--- config.mk ---
export PLATFORM = sky130hd
export DESIGN_NAME = chord_template_detector
export DESIGN_NICKNAME = d
export VERILOG_FILES = /design/src/rtl/core/ctd_pkg.sv /design/src/rtl/core/ctd_scorer.sv /design/src/rtl/core/chord_template_detector.sv
export VERILOG_INCLUDE_DIRS = /design/src /design/src/rtl/core
export SDC_FILE = /design/constraint.sdc
export NUM_CORES = 1
export LEC_CHECK = 0
export BUFFER_PORTS_ARGS = -buffer_cell sky130_fd_sc_hd__buf_2
export CAP_MARGIN = 20
export CORE_ASPECT_RATIO = 0.7
export CORE_UTILIZATION = 42
export DETAILED_ROUTE_END_ITERATION = 6
export PLACE_DENSITY = 0.62
export SLEW_MARGIN = 20
export SYNTH_ARGS = -nofsm -noshare
export SYNTH_HDL_FRONTEND = slang
export SYNTH_SLANG_ARGS = --single-unit
--- constraint.sdc ---
create_clock -name clock -period 5.75 [get_ports clock]
set_input_delay 1.15 -clock clock [delete_from_list [all_inputs] [get_ports clock]]
set_output_delay 1.15 -clock clock [all_outputs]
set_load 0.01 [all_outputs]
--- src/rtl/core/chord_template_detector_defines.svh ---
// ----------------------------------------------------------------------------
// Chord template detector assertion macros
// Shared property macros for the concurrent checks of the detector.
// ----------------------------------------------------------------------------
`ifndef CHORD_TEMPLATE_DETECTOR_DEFINES_SVH
`define CHORD_TEMPLATE_DETECTOR_DEFINES_SVH

// Same-cycle implication, checked outside reset.
`define CTD_ASSERT_NOW(label, clk, rst, ante, cons, msg) \
   label: assert property (@(posedge clk) disable iff (rst) (ante) |-> (cons)) \
      else $error(msg);

// Next-cycle implication, checked outside reset.
`define CTD_ASSERT_NEXT(label, clk, rst, ante, cons, msg) \
   label: assert property (@(posedge clk) disable iff (rst) (ante) |=> (cons)) \
      else $error(msg);

`endif

--- src/rtl/core/ctd_pkg.sv ---
// ----------------------------------------------------------------------------
// Chord template detector package
// Operation and quality codes, template masks and the scorer interface types.
// ----------------------------------------------------------------------------
package ctd_pkg;

   localparam logic [1:0] OP_NOTE_ON  = 2'd0;
   localparam logic [1:0] OP_NOTE_OFF = 2'd1;
   localparam logic [1:0] OP_CLEAR    = 2'd2;
   localparam logic [1:0] OP_SPARE    = 2'd3;

   localparam logic [2:0] Q_MAJ  = 3'd0;
   localparam logic [2:0] Q_MIN  = 3'd1;
   localparam logic [2:0] Q_SUS2 = 3'd2;
   localparam logic [2:0] Q_SUS4 = 3'd3;
   localparam logic [2:0] Q_DOM7 = 3'd4;
   localparam logic [2:0] Q_MAJ7 = 3'd5;
   localparam logic [2:0] Q_MIN7 = 3'd6;

   localparam logic [2:0] LAST_QUALITY = Q_MIN7;
   localparam logic [3:0] LAST_PC      = 4'd11;
   localparam logic [4:0] PC_COUNT     = 5'd12;
   localparam logic [6:0] VOICE_BASE   = 7'd60;

   typedef struct packed {
      logic        start;
      logic [11:0] mask;
   } score_req_type;

   typedef struct packed {
      logic       done;
      logic [3:0] root;
      logic [2:0] quality;
   } score_rsp_type;

   // Bit k is set when the template holds the interval of k semitones.
   function automatic logic [11:0] tmpl_mask(input logic [2:0] quality);
      logic [11:0] m;
      begin
         case (quality)
            Q_MAJ:   m = 12'h091;
            Q_MIN:   m = 12'h089;
            Q_SUS2:  m = 12'h085;
            Q_SUS4:  m = 12'h0A1;
            Q_DOM7:  m = 12'h491;
            Q_MAJ7:  m = 12'h891;
            Q_MIN7:  m = 12'h489;
            default: m = 12'h000;
         endcase
         return m;
      end
   endfunction

endpackage

--- src/rtl/core/ctd_scorer.sv ---
// ----------------------------------------------------------------------------
// Chord template scorer
// Walks all roots and templates, one pair per cycle, through a single
// mask-and-count unit and keeps the first strictly best pair.
// ----------------------------------------------------------------------------
module ctd_scorer (
   input  logic                   clock,
   input  logic                   reset,
   input  ctd_pkg::score_req_type score_req,
   output ctd_pkg::score_rsp_type score_rsp
);

   typedef enum logic [1:0] {
      SC_IDLE = 2'b01,
      SC_RUN  = 2'b10
   } sc_state_type;

   sc_state_type state_ff, state_in;
   logic [11:0]  rot_ff, rot_in;
   logic [3:0]   root_ff, root_in;
   logic [2:0]   qual_ff, qual_in;
   logic [2:0]   best_ff, best_in;
   logic [3:0]   best_root_ff, best_root_in;
   logic [2:0]   best_qual_ff, best_qual_in;
   logic         done_ff, done_in;
   logic [11:0]  hits;
   logic [2:0]   score;

   always_comb begin
      hits  = rot_ff & ctd_pkg::tmpl_mask(qual_ff);
      score = 3'd0;
      for (int k = 0; k < 12; k++) begin
         score = score + 3'(hits[k]);
      end
   end

   always_comb begin
      state_in     = state_ff;
      rot_in       = rot_ff;
      root_in      = root_ff;
      qual_in      = qual_ff;
      best_in      = best_ff;
      best_root_in = best_root_ff;
      best_qual_in = best_qual_ff;
      done_in      = 1'b0;
      case (state_ff)
         SC_IDLE: begin
            if (score_req.start) begin
               rot_in       = score_req.mask;
               root_in      = 4'd0;
               qual_in      = 3'd0;
               best_in      = 3'd0;
               best_root_in = 4'd0;
               best_qual_in = 3'd0;
               state_in     = SC_RUN;
            end
         end
         SC_RUN: begin
            if (score > best_ff) begin
               best_in      = score;
               best_root_in = root_ff;
               best_qual_in = qual_ff;
            end
            if (qual_ff == ctd_pkg::LAST_QUALITY) begin
               qual_in = 3'd0;
               rot_in  = {rot_ff[0], rot_ff[11:1]};
               root_in = root_ff + 4'd1;
               if (root_ff == ctd_pkg::LAST_PC) begin
                  done_in  = 1'b1;
                  state_in = SC_IDLE;
               end
            end else begin
               qual_in = qual_ff + 3'd1;
            end
         end
         default: state_in = SC_IDLE;
      endcase
   end

   always_ff @(posedge clock) begin
      if (reset) begin
         state_ff <= SC_IDLE;
         done_ff  <= 1'b0;
      end else begin
         state_ff <= state_in;
         done_ff  <= done_in;
      end
      rot_ff       <= rot_in;
      root_ff      <= root_in;
      qual_ff      <= qual_in;
      best_ff      <= best_in;
      best_root_ff <= best_root_in;
      best_qual_ff <= best_qual_in;
   end

   assign score_rsp.done    = done_ff;
   assign score_rsp.root    = best_root_ff;
   assign score_rsp.quality = best_qual_ff;

endmodule

--- src/rtl/core/chord_template_detector.sv ---
// An input transfer passes through the map scan, scoring, voicing and hand-off before
// its result is offered; with no note held, scoring and voicing are skipped. Events go
// one at a time through the one-note-per-cycle map scan and the scorer's one pair per
// cycle; a waiting result lets the next event in, which then waits in ST_DONE for it.
// Reset is synchronous and active high; it clears the control state and marks the map
// empty, and the first scan after reset rewrites every map entry.
// ----------------------------------------------------------------------------
// Chord template detector
// Tracks held notes, folds them into pitch classes and reports the best
// matching chord template with its voiced tones in ascending order.
// ----------------------------------------------------------------------------
`include "chord_template_detector_defines.svh"

module chord_template_detector #(
   parameter int NOTE_COUNT = 128
) (
   input  logic       clock,
   input  logic       reset,
   input  logic       req_valid,
   output logic       req_ready,
   input  logic [1:0] req_operation,
   input  logic [6:0] req_note,
   output logic       rsp_valid,
   input  logic       rsp_ready,
   output logic       rsp_valid_res,
   output logic [3:0] rsp_root,
   output logic [2:0] rsp_quality,
   output logic [3:0] rsp_bass,
   output logic       rsp_slash,
   output logic [2:0] rsp_tone_count,
   output logic [6:0] rsp_tone_a,
   output logic [6:0] rsp_tone_b,
   output logic [6:0] rsp_tone_c,
   output logic [6:0] rsp_tone_d
);

   localparam int IDX_W = $clog2(NOTE_COUNT);
   localparam logic [IDX_W-1:0] LAST_IDX = IDX_W'(NOTE_COUNT - 1);

   typedef enum logic [4:0] {
      ST_IDLE  = 5'b00001,
      ST_SCAN  = 5'b00010,
      ST_SCORE = 5'b00100,
      ST_VOICE = 5'b01000,
      ST_DONE  = 5'b10000
   } state_type;

   state_type              state_ff, state_in;
   logic                   held_mem [NOTE_COUNT];
   logic                   held_rd_ff;
   logic                   held_new;
   logic                   held_wr;
   logic                   note_hit;
   logic [1:0]             op_ff, op_in;
   logic [6:0]             note_ff, note_in;
   logic                   wipe_ff, wipe_in;
   logic                   chk_ff, chk_in;
   logic [IDX_W-1:0]       chk_idx_ff, chk_idx_in;
   logic [3:0]             chk_pc_ff, chk_pc_in;
   logic [IDX_W-1:0]       idx_ff, idx_in;
   logic [3:0]             pc_ff, pc_in;
   logic [11:0]            mask_ff, mask_in;
   logic                   found_ff, found_in;
   logic                   res_valid_ff, res_valid_in;
   logic [3:0]             res_root_ff, res_root_in;
   logic [2:0]             res_qual_ff, res_qual_in;
   logic [3:0]             res_bass_ff, res_bass_in;
   logic                   res_slash_ff, res_slash_in;
   logic [2:0]             res_count_ff, res_count_in;
   logic [6:0]             res_tone_ff [4];
   logic [6:0]             res_tone_in [4];
   logic                   rsp_valid_ff, rsp_valid_in;
   logic                   out_load;
   logic [3:0]             ofs;
   logic [4:0]             ofs_wrap;
   logic [11:0]            voice_mask;
   ctd_pkg::score_req_type score_req;
   ctd_pkg::score_rsp_type score_rsp;

   ctd_scorer u_scorer (
      .clock     (clock),
      .reset     (reset),
      .score_req (score_req),
      .score_rsp (score_rsp)
   );

   assign req_ready  = (state_ff == ST_IDLE);
   assign out_load   = (state_ff == ST_DONE) && (!rsp_valid_ff || rsp_ready);
   assign ofs_wrap   = {1'b0, pc_ff} + ctd_pkg::PC_COUNT - {1'b0, res_root_ff};
   assign ofs        = (pc_ff >= res_root_ff) ? (pc_ff - res_root_ff) : ofs_wrap[3:0];
   assign voice_mask = ctd_pkg::tmpl_mask(res_qual_ff);

   // The pending event is applied to each map entry as the scan passes it.
   assign note_hit = ((op_ff == ctd_pkg::OP_NOTE_ON) || (op_ff == ctd_pkg::OP_NOTE_OFF))
                     && (32'(note_ff) == 32'(chk_idx_ff));
   assign held_new = note_hit ? (op_ff == ctd_pkg::OP_NOTE_ON) : (!wipe_ff && held_rd_ff);
   assign held_wr  = (state_ff == ST_SCAN) && chk_ff;

   always_comb begin
      state_in        = state_ff;
      op_in           = op_ff;
      note_in         = note_ff;
      wipe_in         = wipe_ff;
      chk_in          = 1'b0;
      chk_idx_in      = chk_idx_ff;
      chk_pc_in       = chk_pc_ff;
      idx_in          = idx_ff;
      pc_in           = pc_ff;
      mask_in         = mask_ff;
      found_in        = found_ff;
      res_valid_in    = res_valid_ff;
      res_root_in     = res_root_ff;
      res_qual_in     = res_qual_ff;
      res_bass_in     = res_bass_ff;
      res_slash_in    = res_slash_ff;
      res_count_in    = res_count_ff;
      res_tone_in     = res_tone_ff;
      rsp_valid_in    = rsp_valid_ff;
      score_req.start = 1'b0;
      score_req.mask  = mask_ff;
      if (rsp_valid_ff && rsp_ready) begin
         rsp_valid_in = 1'b0;
      end
      case (state_ff)
         ST_IDLE: begin
            if (req_valid) begin
               op_in   = req_operation;
               note_in = req_note;
               if (req_operation == ctd_pkg::OP_CLEAR) begin
                  wipe_in = 1'b1;
               end
               idx_in       = '0;
               pc_in        = 4'd0;
               mask_in      = 12'd0;
               found_in     = 1'b0;
               res_valid_in = 1'b0;
               res_root_in  = 4'd0;
               res_qual_in  = 3'd0;
               res_bass_in  = 4'd0;
               res_slash_in = 1'b0;
               res_count_in = 3'd0;
               for (int i = 0; i < 4; i++) begin
                  res_tone_in[i] = 7'd0;
               end
               state_in = ST_SCAN;
            end
         end
         ST_SCAN: begin
            chk_in     = 1'b1;
            chk_idx_in = idx_ff;
            chk_pc_in  = pc_ff;
            idx_in     = (idx_ff == LAST_IDX) ? idx_ff : idx_ff + IDX_W'(1);
            pc_in      = (pc_ff == ctd_pkg::LAST_PC) ? 4'd0 : pc_ff + 4'd1;
            if (chk_ff) begin
               if (held_new) begin
                  mask_in[chk_pc_ff] = 1'b1;
                  if (!found_ff) begin
                     found_in    = 1'b1;
                     res_bass_in = chk_pc_ff;
                  end
               end
               if (chk_idx_ff == LAST_IDX) begin
                  wipe_in  = 1'b0;
                  idx_in   = '0;
                  state_in = found_in ? ST_SCORE : ST_DONE;
               end
            end
         end
         ST_SCORE: begin
            score_req.start = !found_ff ? 1'b0 : (idx_ff == '0) && !score_rsp.done;
            if (score_rsp.done) begin
               res_valid_in = 1'b1;
               res_root_in  = score_rsp.root;
               res_qual_in  = score_rsp.quality;
               res_slash_in = (res_bass_ff != score_rsp.root);
               pc_in        = 4'd0;
               state_in     = ST_VOICE;
            end
            idx_in = IDX_W'(1);
         end
         ST_VOICE: begin
            if (voice_mask[ofs]) begin
               res_tone_in[res_count_ff[1:0]] = ctd_pkg::VOICE_BASE + 7'(pc_ff);
               res_count_in = res_count_ff + 3'd1;
            end
            pc_in = pc_ff + 4'd1;
            if (pc_ff == ctd_pkg::LAST_PC) begin
               state_in = ST_DONE;
            end
         end
         ST_DONE: begin
            if (out_load) begin
               rsp_valid_in = 1'b1;
               state_in     = ST_IDLE;
            end
         end
         default: state_in = ST_IDLE;
      endcase
   end

   always_ff @(posedge clock) begin
      held_rd_ff <= held_mem[idx_ff];
      if (held_wr) begin
         held_mem[chk_idx_ff] <= held_new;
      end
   end

   always_ff @(posedge clock) begin
      if (reset) begin
         state_ff     <= ST_IDLE;
         wipe_ff      <= 1'b1;
         found_ff     <= 1'b0;
         rsp_valid_ff <= 1'b0;
      end else begin
         state_ff     <= state_in;
         wipe_ff      <= wipe_in;
         found_ff     <= found_in;
         rsp_valid_ff <= rsp_valid_in;
      end
      op_ff        <= op_in;
      note_ff      <= note_in;
      chk_ff       <= chk_in;
      chk_idx_ff   <= chk_idx_in;
      chk_pc_ff    <= chk_pc_in;
      idx_ff       <= idx_in;
      pc_ff        <= pc_in;
      mask_ff      <= mask_in;
      res_valid_ff <= res_valid_in;
      res_root_ff  <= res_root_in;
      res_qual_ff  <= res_qual_in;
      res_bass_ff  <= res_bass_in;
      res_slash_ff <= res_slash_in;
      res_count_ff <= res_count_in;
      res_tone_ff  <= res_tone_in;
      if (out_load) begin
         rsp_valid_res  <= res_valid_ff;
         rsp_root       <= res_root_ff;
         rsp_quality    <= res_qual_ff;
         rsp_bass       <= res_bass_ff;
         rsp_slash      <= res_slash_ff;
         rsp_tone_count <= res_count_ff;
         rsp_tone_a     <= res_tone_ff[0];
         rsp_tone_b     <= res_tone_ff[1];
         rsp_tone_c     <= res_tone_ff[2];
         rsp_tone_d     <= res_tone_ff[3];
      end
   end

   assign rsp_valid = rsp_valid_ff;

   `CTD_ASSERT_NEXT(a_accept_starts_scan, clock, reset, req_valid && req_ready, state_ff == ST_SCAN, "A transfer in did not start the map scan.")
   `CTD_ASSERT_NOW(a_chord_tone_count, clock, reset, rsp_valid && rsp_valid_res, rsp_tone_count == 3'd3 || rsp_tone_count == 3'd4, "A reported chord has neither three nor four tones.")
   `CTD_ASSERT_NOW(a_empty_result_clear, clock, reset, rsp_valid && !rsp_valid_res, rsp_tone_count == 3'd0 && rsp_tone_a == 7'd0 && rsp_slash == 1'b0, "An empty result carries chord data.")

endmodule

==> run metrics, run 1 <==
Avg Cell Area, Syn 13.4 um2; CP Max Fanout 10; critical path class reg2reg; largest net degree at the start of global routing 85; per-cell routed wire length 19.3 um; endpoint class of the critical path flip-flop; die width 216 um; skew final 0.0137 ns; synth unique cells 66; worst-case reg-to-reg path depth 18; Post-DP HPWL 18.7 mm; Ys Warns 0; top_reg_cell synth edfxtp_1; Initial Util 42.9%; min Tclk post-route 5.15 ns; drt total wl 29.0 mm; max incr delay on CP 0.55 ns; Lkg Pwr 5.14 nW; cell area after synthesis 0.0134 mm2; clk_lat worst skew 0.56 ns; share of Yosys cell area claimed by the top area cell type 64.5%; r2r setup slk 0.60 ns; Core Box Area 0.0313 mm2; die area 0.0327 mm2; Die Span Y 152 um; RSZ-0062 raised after global routing false; Worst slew margin 40.5%; Worst-Margin Slew 0.892 ns; critical register-to-register path startpoint u_scorer.qual_ff[0]$_SDFFCE_PN0P_; Critical Path Start Type flip-flop; ant diodes 0; Power per Cell Area 351 mW/mm2; CTS Hold Buffers Added 0; Final period util 89.6%; vias per std cell 5.33; Hold WC Path Type reg2reg; EDFF count, synth 288; most frequent cells after synthesis edfxtp_1, nor2_1, nand2_1, inv_1, a21oi_1; placer congestion estimate 0.800; Reg-to-Reg End u_scorer.best_root_ff[2]$_SDFFCE_PN0P_; clk slew on worst S/H paths 0.06 ns; Final Hold Vio Count 0; Peak supply drop 222 uV; Worst EP arrival 5.38 ns; worst path cell trace inv_1 -> ha_1 -> nor3_1 -> o21ai_0 -> nand2_1 -> fa_1 -> inv_1 -> fa_1 -> inv_1 -> fa_1 -> inv_1 -> ha_1 -> fa_1 -> ha_1 -> nor2b_1 -> o21a_1 -> o21ai_0 -> nand2_1; first-pass GRT wire length 45.2 mm; Slew Limit Fails 0; Synth area leaders edfxtp_1, nor2_1, ha_1, mux2i_1, mux4_1; Internal 4.02 mW; hold depth 0; Seq pwr share 48.8%; setup_tns 0 ns; clock share of power 38.8%; biggest area consumer among synthesized cells edfxtp_1; DR vias 8028; CTS root buf clkbuf_16; Buffers on Ports 58; switching pwr 1.30 mW; Yosys reg bits 301; Crit-path slowest cell fa_1; cts bufs inserted 30; post-layout util 48.5%; register area share after synthesis 66.4%; Switching Share 24.5%; DR iter-0 viols 683; Setup Viol. Count Final 0; Clock Tree Buf Depth 3; antenna-violating nets left 0; total clock sinks 301; number of remaining DRC errors 0; Mapped Nets 1045; layout cells sized above 1 13.8%; grt ovf 0; status finished clean; nets 1108; Syn Inst Count 998; Comb pwr share 12.5%; gr usage total 18.0%; Ports 59; hold path start res_tone_ff[13]$_SDFFCE_PN0P_; most common cell in the synthesized netlist edfxtp_1; CTS tree yes; FMAX 194 MHz; count of max-cap constraint violations 0; vias in the first global route 7698; Rows 54; post_cts resized 0; Post-synth ARST share 0%; Post-CTS Setup Bufs 0; Worst Hold End rsp_tone_c[6]$_DFFE_PP_; Area Overhead vs Synth 13.1%; drt pass-1 iters 5; H-tree level count 1; initial antenna violation count 0; Critical Path RT 5.98 ns
==> power by group through the flow <==
stage | Combinational (mW) | Sequential, mW | Clock [mW]
after global routing | 0.729 | 2.61 | 2.19
after global placement | 0.653 | 2.64 | 0
after CTS | 0.664 | 2.60 | 2.11
after floorplan | 0.534 | 2.60 | 0
after detailed placement | 0.660 | 2.64 | 0
final | 0.664 | 2.60 | 2.06
==> cell type report <==
class | count | area [um2]
sequential | 301 | 8910
timing repair buffer | 72 | 403
fill | 2752 | 16100
clock inverter | 15 | 199
inverter | 40 | 150
multi-input combinational | 616 | 4140
tap | 420 | 526
clock buffer | 41 | 843
==> flip-flops by register name, indices dropped and copies added (netlist names), 4 cells and up <==
signal	flops
mask_ff	12
held_mem	128
rsp_root	4
rsp_tone_d	7
u_scorer.root_ff	4
rsp_tone_b	7
u_scorer.best_root_ff	4
pc_ff	4
u_scorer.rot_ff	12
state_ff	5
res_bass_ff	4
res_tone_ff	28
chk_pc_ff	4
idx_ff	7
rsp_tone_c	7
chk_idx_ff	7
rsp_tone_a	7
res_root_ff	4
note_ff	7
rsp_bass	4
==> critical path: cells and delay by family (launching register included) <==
family                     cells  cell delay, ns
AOI/OAI and AO/OA              3            0.66
adders and majority gates      7            2.78
buffers and inverters          4            0.30
DFF                            1            0.45
and+or+nand+nor                4            0.62
==> cells by family (layout without fill, tap and decap cells) <==
group | after synthesis | count (layout) | share of synthesized area (%)
flops | 301 | 301 | 66.4
buf+inv | 81 | 168 | 2.93
fa+ha+maj | 34 | 34 | 3.56
simple gates | 393 | 393 | 12.8
mux | 62 | 62 | 7.43
xor+xnor | 22 | 22 | 1.44
compound gates | 105 | 105 | 5.36
==> cell usage in the layout (no fill, tap or decap), types with 13 or more instances in the layout <==
| cell type | Yosys | layout |
|---|---|---|
| mux2i_1 | 32 | 31 |
| nand3_1 | 17 | 17 |
| buf_2 | 8 | 58 |
| and2_1 | 21 | 21 |
| clkbuf_16 | 0 | 31 |
| nand2b_1 | 16 | 16 |
| nor2b_1 | 19 | 19 |
| nor2_1 | 209 | 208 |
| edfxtp_1 | 288 | 288 |
| dfxtp_1 | 13 | 13 |
| o21ai_0 | 13 | 13 |
| nand2_1 | 80 | 80 |
| inv_1 | 37 | 37 |
| ha_1 | 27 | 27 |
| a21oi_1 | 33 | 33 |
| mux4_2 | 14 | 14 |
==> per-layer routing <==
layer | GRT usage (%) | part of all wire, % | vias up
li1 | - | - | 3752
met5 | 0 | 0 | -
met1 | 28.6 | 51 | 4038
met2 | 25.7 | 42 | 208
met4 | 3.48 | 1.4 | 0
met3 | 3.09 | 5.8 | 30
==> through the flow <==
| stage | instance area (um2) | setup slack, ns | power (mW) | cells | hold WS, ns |
|---|---|---|---|---|---|
| 2_1_floorplan | 13400 | 1.04 | 3.13 | 998 | 0.400 |
| 3_3_place_gp | 14100 | 0.807 | 3.29 | 1447 | 0.429 |
| 3_5_place_dp | 14100 | 0.617 | 3.30 | 1448 | 0.434 |
| 4_1_cts | 15200 | 0.564 | 5.37 | 1504 | 0.449 |
| 5_1_grt | 15200 | 0.263 | 5.53 | 1505 | 0.461 |
| 6_report | 15200 | 0.601 | 5.33 | 1505 | 0.447 |
==> worst max path at each step <==
stage                     cells after the start                              start                                     end
final                                        18  u_scorer.qual_ff[0]$_SDFFCE_PN0P_  u_scorer.best_root_ff[2]$_SDFFCE_PN0P_
after global routing                         18  u_scorer.qual_ff[0]$_SDFFCE_PN0P_  u_scorer.best_root_ff[1]$_SDFFCE_PN0P_
after detailed placement                     18  u_scorer.qual_ff[0]$_SDFFCE_PN0P_       u_scorer.best_ff[2]$_SDFFCE_PN0P_
after global placement                       18  u_scorer.qual_ff[0]$_SDFFCE_PN0P_  u_scorer.best_root_ff[3]$_SDFFCE_PN0P_
after CTS                                    18  u_scorer.qual_ff[0]$_SDFFCE_PN0P_  u_scorer.best_root_ff[0]$_SDFFCE_PN0P_
after floorplan                              18  u_scorer.qual_ff[0]$_SDFFCE_PN0P_       u_scorer.best_ff[0]$_SDFFCE_PN0P_
No activity file was read; power rests on OpenSTA's default activity.
==> run 2, diff against run 1 <==
--- a/config.mk
+++ b/config.mk
@@ -11,6 +11,8 @@
 export CORE_ASPECT_RATIO = 0.7
 export CORE_UTILIZATION = 42
 export DETAILED_ROUTE_END_ITERATION = 6
+export GPL_ROUTABILITY_DRIVEN = 0
+export GPL_TIMING_DRIVEN = 0
 export PLACE_DENSITY = 0.62
 export SLEW_MARGIN = 20
 export SYNTH_ARGS = -nofsm -noshare
==> run metrics, run 2 (synthesis gave the netlist of run 1 again) <==
status finished clean (unchanged); Critical Path RT 5.96 ns (was 5.98 ns); critical path class reg2reg (unchanged); cts bufs inserted 30 (unchanged); Power per Cell Area 341 mW/mm2 (was 351 mW/mm2); Worst-Margin Slew 0.822 ns (was 0.892 ns); Largest Register held_mem (unchanged); Final period util 94.0% (was 89.6%); antenna-violating nets left 0 (unchanged); non-filler instance count after layout 1539 (was 1505); Ports 59 (unchanged); Critical Path Start Type flip-flop (unchanged); CP Max Fanout 10 (unchanged); Multi-input gate area 0.00415 mm2 (was 0.00414 mm2); most common cell after layout, fill and taps aside edfxtp_1 (unchanged); Layout fillers 2728 (was 2752); clk slew on worst S/H paths 0.06 ns (about the same); registers with the most flip-flops held_mem x128, res_tone_ff x28 (unchanged); min Tclk post-route 5.41 ns (was 5.15 ns); vias in the first global route 7979 (was 7698); vias per std cell 5.35 (was 5.33); post_cts resized 0 (unchanged); Slew Limit Fails 0 (unchanged); total power 5.25 mW (was 5.33 mW); Area Overhead vs Synth 14.8% (was 13.1%); die width 216 um (unchanged); Buffers on Ports 58 (unchanged); Peak supply drop 231 uV (was 222 uV); nets 1142 (was 1108); Core Box Area 0.0313 mm2 (unchanged); die area 0.0327 mm2 (unchanged); max reg flops 128 (unchanged); FF+latch area 0.00891 mm2 (unchanged); most frequent cells in the layout edfxtp_1, nor2_1, nand2_1 (unchanged); count of max-cap constraint violations 0 (unchanged); number of remaining DRC errors 0 (unchanged); Die Span Y 152 um (unchanged); Worst slew margin 45.2% (was 40.5%); per-cell routed wire length 19.6 um (was 19.3 um); CTS Hold Buffers Added 0 (unchanged); endpoint class of the critical path flip-flop (unchanged); Rows 54 (unchanged); initial antenna violation count 0 (unchanged); DR vias 8240 (was 8028); Post-CTS Setup Bufs 0 (unchanged); grt ovf 0 (unchanged); CTS root buf clkbuf_16 (unchanged); first-pass GRT wire length 47.0 mm (was 45.2 mm); Hold WC Path Type reg2reg (unchanged); CTS tree yes (unchanged); Final Hold Vio Count 0 (unchanged); DP Cell Count 1483 (was 1448); H-tree level count 1 (unchanged); Lkg Pwr 5.23 nW (was 5.14 nW); layout cells sized above 1 14.2% (was 13.8%); DR iter-0 viols 844 (was 683); total clock sinks 301 (unchanged); clk_lat worst skew 0.57 ns (was 0.56 ns); Worst EP arrival 5.62 ns (was 5.38 ns); Clock Tree Buf Depth 3 (unchanged); Initial Util 42.9% (unchanged); gr usage total 19.0% (was 18.0%); largest net degree at the start of global routing 33 (was 85); drt pass-1 iters 5 (unchanged); skew final 0.00867 ns (was 0.0137 ns); FMAX 185 MHz (was 194 MHz); Post-DP HPWL 20.9 mm (was 18.7 mm); drt total wl 30.2 mm (was 29.0 mm); ant diodes 0 (unchanged); RSZ-0062 raised after global routing false (unchanged); Setup Viol. Count Final 0 (unchanged)
[run 2: final timing paths]
kind                                        to  slack [ns]  cells past startpoint                              start
max reg2reg  u_scorer.best_ff[1]$_SDFFCE_PN0P_        0.34                     18  u_scorer.qual_ff[0]$_SDFFCE_PN0P_
min                    rsp_tone_b[5]$_DFFE_PP_        0.45                      0      res_tone_ff[19]$_SDFFCE_PN0P_
max          u_scorer.best_ff[1]$_SDFFCE_PN0P_        0.34                     18  u_scorer.qual_ff[0]$_SDFFCE_PN0P_
min reg2reg            rsp_tone_b[5]$_DFFE_PP_        0.45                      0      res_tone_ff[19]$_SDFFCE_PN0P_
[run 2: metrics by stage]
stage	setup WS [ns]	cell area [um2]	setup TNS (ns)	util, %	hold WS [ns]
5_1_grt	0.0238	15400	0	49.2	0.460
4_1_cts	0.318	15400	0	49.2	0.454
6_report	0.344	15400	0	49.2	0.454
3_3_place_gp	-1.37	14200	-110.67	45.5	0.436
2_1_floorplan	1.04	13400	0	-	0.400
3_5_place_dp	0.340	14400	0	46.1	0.433
[run 2: area by class of cell]
| class | instances | share of cell area (%) |
|---|---|---|
| tap | 420 | 3.41 |
| multi-input combinational | 616 | 26.9 |
| timing repair buffer | 65 | 2.97 |
| sequential | 301 | 57.9 |
| clock buffer | 38 | 5.34 |
| inverter | 40 | 0.975 |
| clock inverter | 18 | 0.910 |
| buffer | 41 | 1.58 |
[run 2: where the power goes]
part / total, mW / leakage (nW) / internal [mW] / switching [mW]
Sequential: 2.59 / 2.68 / 2.51 / 0.0799
Clock: 1.93 / 0.478 / 1.10 / 0.837
Combinational: 0.732 / 2.07 / 0.303 / 0.428
Total: 5.25 / 5.23 / 3.91 / 1.35
[run 2: routing by layer]
metal / global-route usage (%) / wire [um] / vias up
met1: 29.4 / 14900 / 4096
met5: 0 / 0 / -
met3: 4.39 / 2280 / 46
met2: 26.8 / 12400 / 277
li1: - / - / 3821
met4: 4.18 / 573 / 0
[run 2: critical path, cell delays in order (launching register included)]
cell and delay (ns):
edfxtp_1 0.44, inv_1 0.16, ha_1 0.23, nor3_1 0.06, o21ai_0 0.43, nand2_1 0.17, fa_1 0.57, inv_1 0.06
fa_1 0.53, inv_1 0.05, fa_1 0.53, inv_1 0.05, ha_1 0.20, fa_1 0.46, ha_1 0.30, nor2b_1 0.13
o21a_1 0.16, o21ai_0 0.18, nand2_1 0.34
==> run 3, diff against run 2 <==
--- a/config.mk
+++ b/config.mk
@@ -13,7 +13,7 @@
 export DETAILED_ROUTE_END_ITERATION = 6
 export GPL_ROUTABILITY_DRIVEN = 0
 export GPL_TIMING_DRIVEN = 0
-export PLACE_DENSITY = 0.62
+export PLACE_DENSITY = 0.6
 export SLEW_MARGIN = 20
 export SYNTH_ARGS = -nofsm -noshare
 export SYNTH_HDL_FRONTEND = slang
==> constraint.sdc (replaced) <==
create_clock -name clock -period 5.7 [get_ports clock]
set_input_delay 1.14 -clock clock [delete_from_list [all_inputs] [get_ports clock]]
set_output_delay 1.14 -clock clock [all_outputs]
set_load 0.01 [all_outputs]
==> run metrics, run 3 (synthesis gave the netlist of run 1 again) <==
DP Cell Count 1482 (was 1483); worst setup margin 0.362 ns (was 0.344 ns); Largest Register held_mem (unchanged); placed cell areas 0.0144 mm2 (about the same); Lkg Pwr 5.21 nW (was 5.23 nW); drt pass-1 iters 6 (was 5); initial antenna violation count 0 (unchanged); Post-CTS Setup Bufs 0 (unchanged); Post-DP HPWL 21.1 mm (was 20.9 mm); most common cell after layout, fill and taps aside edfxtp_1 (unchanged); largest net degree at the start of global routing 34 (was 33); min Tclk post-route 5.34 ns (was 5.41 ns); skew final 0.0156 ns (was 0.00867 ns); Die Span Y 152 um (unchanged); Peak supply drop 250 uV (was 231 uV); number of remaining DRC errors 0 (unchanged); count of max-cap constraint violations 0 (unchanged); Ports 59 (unchanged); post_cts resized 0 (unchanged); Layout fillers 2749 (was 2728); Power per Cell Area 344 mW/mm2 (was 341 mW/mm2); total power 5.28 mW (was 5.25 mW); drt total wl 30.2 mm (about the same); most frequent cells in the layout edfxtp_1, nor2_1, nand2_1 (unchanged); registers with the most flip-flops held_mem x128, res_tone_ff x28 (unchanged); Core Box Area 0.0313 mm2 (unchanged); post-layout util 49.1% (was 49.2%); vias per std cell 5.32 (was 5.35); CP Max Fanout 10 (unchanged); cts bufs inserted 30 (unchanged); Critical Path RT 5.90 ns (was 5.96 ns); clk slew on worst S/H paths 0.06 ns (about the same); antenna-violating nets left 0 (unchanged); Worst EP arrival 5.54 ns (was 5.62 ns); CTS root buf clkbuf_16 (unchanged); Final Hold Vio Count 0 (unchanged); Initial Util 42.9% (unchanged); total clock sinks 301 (unchanged); DP Worst Slack 0.399 ns (was 0.340 ns); Setup Viol. Count Final 0 (unchanged); clk_lat worst skew 0.57 ns (about the same); Buffers on Ports 58 (unchanged); CTS tree yes (unchanged); Critical Path Start Type flip-flop (unchanged); Worst-Margin Slew 0.817 ns (was 0.822 ns); FMAX 187 MHz (was 185 MHz); critical path class reg2reg (unchanged); hold depth 0 (unchanged); max reg flops 128 (unchanged); Slew Limit Fails 0 (unchanged); per-cell routed wire length 19.6 um (about the same); RSZ-0062 raised after global routing false (unchanged); non-filler instance count after layout 1538 (was 1539); endpoint class of the critical path flip-flop (unchanged); Final Cell Area 0.0153 mm2 (was 0.0154 mm2); layout cells sized above 1 13.9% (was 14.2%); worst-case reg-to-reg path depth 18 (unchanged); H-tree level count 1 (unchanged); ant diodes 0 (unchanged); Rows 54 (unchanged); nets 1141 (was 1142); Area Overhead vs Synth 14.5% (was 14.8%); status finished clean (unchanged); die area 0.0327 mm2 (unchanged); Hold WC Path Type reg2reg (unchanged); die width 216 um (unchanged); DR vias 8181 (was 8240); gr usage total 18.9% (was 19.0%); CTS Hold Buffers Added 0 (unchanged); Worst slew margin 45.5% (was 45.2%); Final period util 93.6% (was 94.0%); Clock Tree Buf Depth 3 (unchanged); first-pass GRT wire length 46.9 mm (was 47.0 mm); DR iter-0 viols 781 (was 844); grt ovf 0 (unchanged); vias in the first global route 7961 (was 7979)
==> run 3: changes by cell type in the layout (fill, tap and decap cells not counted), moves of 2 or more <==
cell      change
clkbuf_1      +5
clkinv_1      -2
clkinv_2      -2
buf_16        -2
==> run 3: final cells by class <==
class	instances	area (um2)	area share, %
multi-input combinational	616	4150	27.0
inverter	40	150	0.978
buffer	41	243	1.58
tap	420	526	3.42
timing repair buffer	64	423	2.76
clock buffer	43	830	5.40
clock inverter	13	123	0.799
sequential	301	8910	58.0
==> run 3: final timing paths <==
check,end,from,slack [ns]
worst max-delay path,u_scorer.best_qual_ff[2]$_SDFFCE_PN0P_,u_scorer.qual_ff[0]$_SDFFCE_PN0P_,0.36
worst min register to register,rsp_tone_d[3]$_DFFE_PP_,res_tone_ff[3]$_SDFFCE_PN0P_,0.45
worst max register to register,u_scorer.best_qual_ff[2]$_SDFFCE_PN0P_,u_scorer.qual_ff[0]$_SDFFCE_PN0P_,0.36
worst min-delay path,rsp_tone_d[3]$_DFFE_PP_,res_tone_ff[3]$_SDFFCE_PN0P_,0.45
==> run 3: per-layer routing <==
layer  part of all wire [%]  GRT usage [%]
met5                      0              0
met4                    1.6           3.62
met3                    8.0           4.09
met2                     41           26.4
met1                     50           30.0
==> run 3: worst max-delay path, cell delays in order (launching register included) <==
cell and delay, ns:
edfxtp_1 0.45, inv_1 0.17, ha_1 0.23, nor3_1 0.06, o21ai_0 0.36, nand2_1 0.14, fa_1 0.57, inv_1 0.07
fa_1 0.53, inv_1 0.05, fa_1 0.52, inv_1 0.04, ha_1 0.20, fa_1 0.48, ha_1 0.32, nor2b_1 0.14
o21a_1 0.16, o21ai_0 0.15, nand2_1 0.34
==> run 3: power by group <==
| group | switching (mW) | internal [mW] |
|---|---|---|
| Sequential | 0.0805 | 2.53 |
| Combinational | 0.436 | 0.305 |
| Clock | 0.834 | 1.10 |
==> run 3: metrics by stage <==
step           hold WS, ns  setup TNS [ns]
2_1_floorplan        0.400               0
3_3_place_gp         0.433         -124.28
3_5_place_dp         0.433               0
4_1_cts              0.445               0
5_1_grt              0.460               0
6_report             0.448               0
